### src/rtl/core/spp_pkg.sv
// Package for the stack signature profiler: sizes, item types, op, outcome and register codes.
// No dependencies.
`default_nettype none
package spp_pkg;
	localparam int TARGETS     = 4;
	localparam int TGT_W       = 2;
	localparam int SIG_SLOTS   = 16;
	localparam int SLOT_W      = 4;
	localparam int STACK_DEPTH = 8;
	localparam int KW_W        = 3;
	localparam int SCAN_SLOTS  = 64;
	localparam int SEEN_W      = 7;
	localparam int ENT_W       = 64 + 32 + 4;
	localparam int ENT_AW      = TGT_W + SLOT_W;
	localparam int WRD_AW      = TGT_W + SLOT_W + KW_W;

	localparam logic [63:0] FNV_BASIS = 64'd14695981039346656037;
	localparam logic [31:0] CNT_MAX   = 32'hFFFF_FFFF;

	localparam logic [1:0] OP_WORD  = 2'd0;
	localparam logic [1:0] OP_READ  = 2'd1;
	localparam logic [1:0] OP_CLEAR = 2'd2;

	localparam logic [2:0] OC_MATCH     = 3'd0;
	localparam logic [2:0] OC_NEW       = 3'd1;
	localparam logic [2:0] OC_COLLISION = 3'd2;
	localparam logic [2:0] OC_OVERFLOW  = 3'd3;
	localparam logic [2:0] OC_TOTALS    = 3'd4;

	localparam logic [1:0] REG_ENABLE     = 2'd0;
	localparam logic [1:0] REG_RANGE_LOW  = 2'd1;
	localparam logic [1:0] REG_RANGE_HIGH = 2'd2;
	localparam logic [1:0] REG_MAX_GAPS   = 2'd3;

	typedef struct packed {
		logic [1:0]  op;
		logic [1:0]  target;
		logic [63:0] stack_word;
		logic        read_fault;
		logic        scan_end;
	} item_t;

	typedef struct packed {
		logic [2:0]  outcome;
		logic [3:0]  slot;
		logic [63:0] signature;
		logic [3:0]  depth;
		logic [31:0] entry_count;
		logic [31:0] calls;
		logic [31:0] faults;
		logic [4:0]  unique_res;
		logic [31:0] overflows;
		logic [31:0] collisions;
	} result_t;

	function automatic logic [31:0] sat_inc(input logic [31:0] v);
		return (v == CNT_MAX) ? v : v + 32'd1;
	endfunction
endpackage
`default_nettype wire

### src/rtl/core/spp_fnv.sv
// Byte-serial FNV-1a-64 unit: folds one 64-bit word into the running hash, one byte a cycle.
// Depends on spp_pkg.
`default_nettype none
module spp_fnv
	import spp_pkg::*;
(
	input  wire logic        clk,
	input  wire logic        arst_n,
	input  wire logic        restart,
	input  wire logic        start,
	input  wire logic [63:0] word,
	output logic      [63:0] hash,
	output logic             busy
);
	logic [63:0] hash_q, word_q, x;
	logic [3:0]  cnt_q;

	// multiply by 2^40 + 0x1B3
	assign x = hash_q ^ {56'd0, word_q[7:0]};
	assign hash = hash_q;
	assign busy = (cnt_q != 4'd0);

	always_ff @(posedge clk or negedge arst_n) begin
		if (!arst_n) begin
			hash_q <= FNV_BASIS;
			cnt_q  <= 4'd0;
		end else if (restart) begin
			hash_q <= FNV_BASIS;
			cnt_q  <= 4'd0;
		end else if (start) begin
			cnt_q <= 4'd8;
		end else if (busy) begin
			hash_q <= (x << 40) + x + (x << 1) + (x << 4) + (x << 5) + (x << 7) + (x << 8);
			cnt_q  <= cnt_q - 4'd1;
		end
	end

	always_ff @(posedge clk) begin
		if (start) begin
			word_q <= word;
		end else if (busy) begin
			word_q <= word_q >> 8;
		end
	end
endmodule
`default_nettype wire

### config.mk
export PLATFORM = sky130hd
export DESIGN_NAME = spp_fnv
export DESIGN_NICKNAME = d
export VERILOG_FILES = /design/src/rtl/core/spp_pkg.sv /design/src/rtl/core/spp_fnv.sv
export SDC_FILE = /design/constraint.sdc
export NUM_CORES = 1
export LEC_CHECK = 0
export BUFFER_PORTS_ARGS = -buffer_cell sky130_fd_sc_hd__buf_2
export CORE_MARGIN = 4
export CORE_UTILIZATION = 40
export DETAILED_ROUTE_END_ITERATION = 6
export PLACE_DENSITY = 0.67
export SLEW_MARGIN = 10
export SYNTH_ARGS = -nofsm -noshare
export SYNTH_HDL_FRONTEND = slang
export SYNTH_SLANG_ARGS = --single-unit
### constraint.sdc
create_clock -name clk -period 7.17 [get_ports clk]
set_input_delay 1.434 -clock clk [delete_from_list [all_inputs] [get_ports clk]]
set_output_delay 1.434 -clock clk [all_outputs]
set_load 0.02 [all_outputs]
==> summary.md <==
| Metric | Value |
|---|---|
| Status | `finished, violations left` |
| Failing checks | `DRC` |
| End point of the critical path | `hash[58]` |
| # port buffers | `132` |
| Post-CTS setup buffers | `0` |
| Asr flop ratio synth | `51.5%` |
| Hold Buf Count CTS | `0` |
| Synth Instances | `1,510` |
| Worst Reg-to-Reg Cells | `17` |
| Number of antenna violations at the first check in global routing | `1` |
| FP Rows | `71` |
| Fillers | `3,599` |
| DRC | `1` |
| Layout cell share with drive strength beyond 1 | `17.2%` |
| Fmax | `0.165 GHz` |
| Layout area overhead | `11.9%` |
| Synth warn | `0` |
| Post-detail-place hpwl | `32,000 um` |
| Largest net degree at the start of global routing | `68` |
| Max Clock Skew | `17.3 ps` |
| Die H | `205 um` |
| CP Launch Type | `register` |
| CTS tree | `done` |
| Required time of the critical path | `7490 ps` |
| Reg-to-reg endpoint | `hash[58]` |
| CTS buffer count | `17` |
| Crit end category | `register` |
| Syn Area/Cell | `10.3 um^2` |
| Clock Tree Buf Depth | `2` |
| Clock net sink count | `132` |
| Per-cell routed wire length | `18.6 um` |
| Detail Route Antenna Nets | `0` |
| Final Hold Vio Count | `0` |
| Worst-path fanout max | `4` |
| Kind of critical path | `register to register` |
| Reg2reg start | `hash[3]` |
| I/O pin cnt | `133` |
| Routed vias/inst | `5.15` |
| H-tree Lvls | `4` |
| Worst Setup SP | `hash[3]` |
| Vias | `11,100` |
| Tightest Hold Check Type | `register to register` |
| Pre-Repair DR Iteration Count | `7` |
| Grt ovf | `0` |
| Post-synth EDFFs | `64` |
| CTS resizes | `0` |
| # nets final | `2,060` |
| Die W | `205 um` |
| Relative slew slack | `30.8%` |
| CTS root buf | `clkbuf_16` |
| Worst slew pin tran | `1040 ps` |
| Vias in the first global route | `12,000` |
| Final setup fails | `0` |
| Final WL | `40,100 um` |
| TNS Setup | `0 ps` |
| CTS clk-pin slew, worst paths | `70 ps` |
| Core Footprint | `38,000 um^2` |
| Max-slew violations | `0` |
| Part of the cycle the worst path needs | `84.5%` |
| Flop-to-flop setup slack | `1110 ps` |
| Distinct cell type count after synthesis | `66` |
| Die area | `42,100 um^2` |
| GRT Util Overall | `19.9%` |
| First-pass GRT wire length | `65,400 um` |
| ANT cells | `0` |
| Clk Latency, worst-skew pair | `450 ps` |
| Initial DRC Count | `799` |
| Post-Syn Area | `15,600 um^2` |
| Starting density of the core | `40.9%` |
| Critical Path AT | `6380 ps` |
| Syn_nets | `1,934` |
| Sequential fraction of the synthesis area | `23.5%` |
| Synthesized flop and latch total | `132` |
| Top_reg_cell synth | `edfxtp_1` |
| Maxcap violations | `0` |
| Final min period | `6060 ps` |
| RSZ-0062 raised after global routing | `false` |
| Gpl congestion | `0.922` |
==> area by class of cell <==
cell class	instances	area, um^2	area share [%]
multi-input cells	944	10300	58.9
flip-flops and latches	132	3660	21.0
inverters	399	1500	8.60
repair buffers	142	738	4.24
well taps	511	639	3.67
clock buffers	17	425	2.44
clock inverters	15	190	1.09
==> critical path: stages (launching register included) <==
cell and delay, ps:
dfrtp_1 400, xnor2_1 600, inv_1 280, fa_1 560, fa_1 600, fa_1 430
ha_1 290, ha_1 330, o21ai_1 90, nor2_2 200, o21ai_2 120, o21ai_2 230
a31oi_2 200, o41ai_4 540, a31oi_2 220, a211oi_1 420, nor3_1 90, or3_1 350
==> synthesized netlist by cell type, types with 14 or more instances <==
cell / count / share of area (%)
nor3_1: 14 / 0.45
xnor2_1: 51 / 2.9
a21o_1: 20 / 0.96
fa_1: 245 / 32
a21oi_1: 83 / 2.7
dfstp_2: 28 / 4.7
a22oi_1: 19 / 0.92
mux2_2: 56 / 4.1
xor2_1: 27 / 1.5
edfxtp_1: 64 / 12
o21ai_0: 41 / 1.3
inv_1: 398 / 9.6
nor2_1: 47 / 1.1
o22ai_1: 28 / 1.1
ha_1: 111 / 8.9
nand4_1: 16 / 0.64
nand2_1: 58 / 1.4
clkbuf_1: 26 / 0.63
dfrtp_1: 40 / 6.4
==> logic make-up after synthesis <==
family,Yosys count,share of synthesized area (%)
adder cells (fa/ha/maj),356,40.4
XOR/XNOR,78,4.39
multiplexers,56,4.05
AO/OA/AOI/OAI,273,11.5
buffers and inverters,434,10.6
AND/OR/NAND/NOR,181,5.52
flip-flops,132,23.5
==> layer usage <==
layer | vias up | global-route usage [%] | share of wire [%]
li1 | 5083 | - | -
met1 | 5568 | 26.3 | 43
met2 | 406 | 31.7 | 46
met3 | 64 | 6.64 | 9.3
met4 | 0 | 5.33 | 2.3
met5 | - | 0 | 0
==> worst min-delay path by stage <==
| stage | startpoint | to | slack (ps) | cells after the start |
|---|---|---|---|---|
| after floorplan | cnt_q[3] | cnt_q[3] | 520 | 2 |
| after global placement | hash[0] | hash[0] | 510 | 2 |
| after detailed placement | hash[0] | hash[0] | 510 | 2 |
| after CTS | hash[0] | hash[0] | 540 | 2 |
| after global routing | hash[0] | hash[0] | 550 | 2 |
| final | hash[0] | hash[0] | 530 | 2 |
==> layout by cell type, fill, tap and decap left out, types with 20 or more instances in the layout <==
cell and n:
inv_1 398, xnor2_1 51, buf_2 131, nand2_1 58, nor2_1 46, dfstp_2 28
o22ai_1 28, xor2_1 27, a21oi_1 83, dfrtp_1 40, mux2_2 56, fa_1 245
a21o_1 20, ha_1 111, o21ai_0 41, edfxtp_1 64
==> sequential cells by signal, indices dropped and copies added (netlist names) <==
register,flops
cnt_q,4
word_q,64
hash,64
==> metrics by stage <==
step | hold WS, ps | instance area, um^2 | worst slack, ps | std cells | util [%]
after floorplan | 516 | 15600 | 1730 | 1510 | -
after global placement | 511 | 16800 | 1320 | 2128 | 44.2
after detailed placement | 512 | 16800 | 1080 | 2128 | 44.2
after CTS | 536 | 17400 | 1060 | 2160 | 45.8
after global routing | 548 | 17400 | 669 | 2160 | 45.8
final | 534 | 17400 | 1110 | 2160 | 45.8
Power is left out: the tool's default activity adds up to more than one toggle a clock period on the data nets, which glitch-free logic cannot reach.
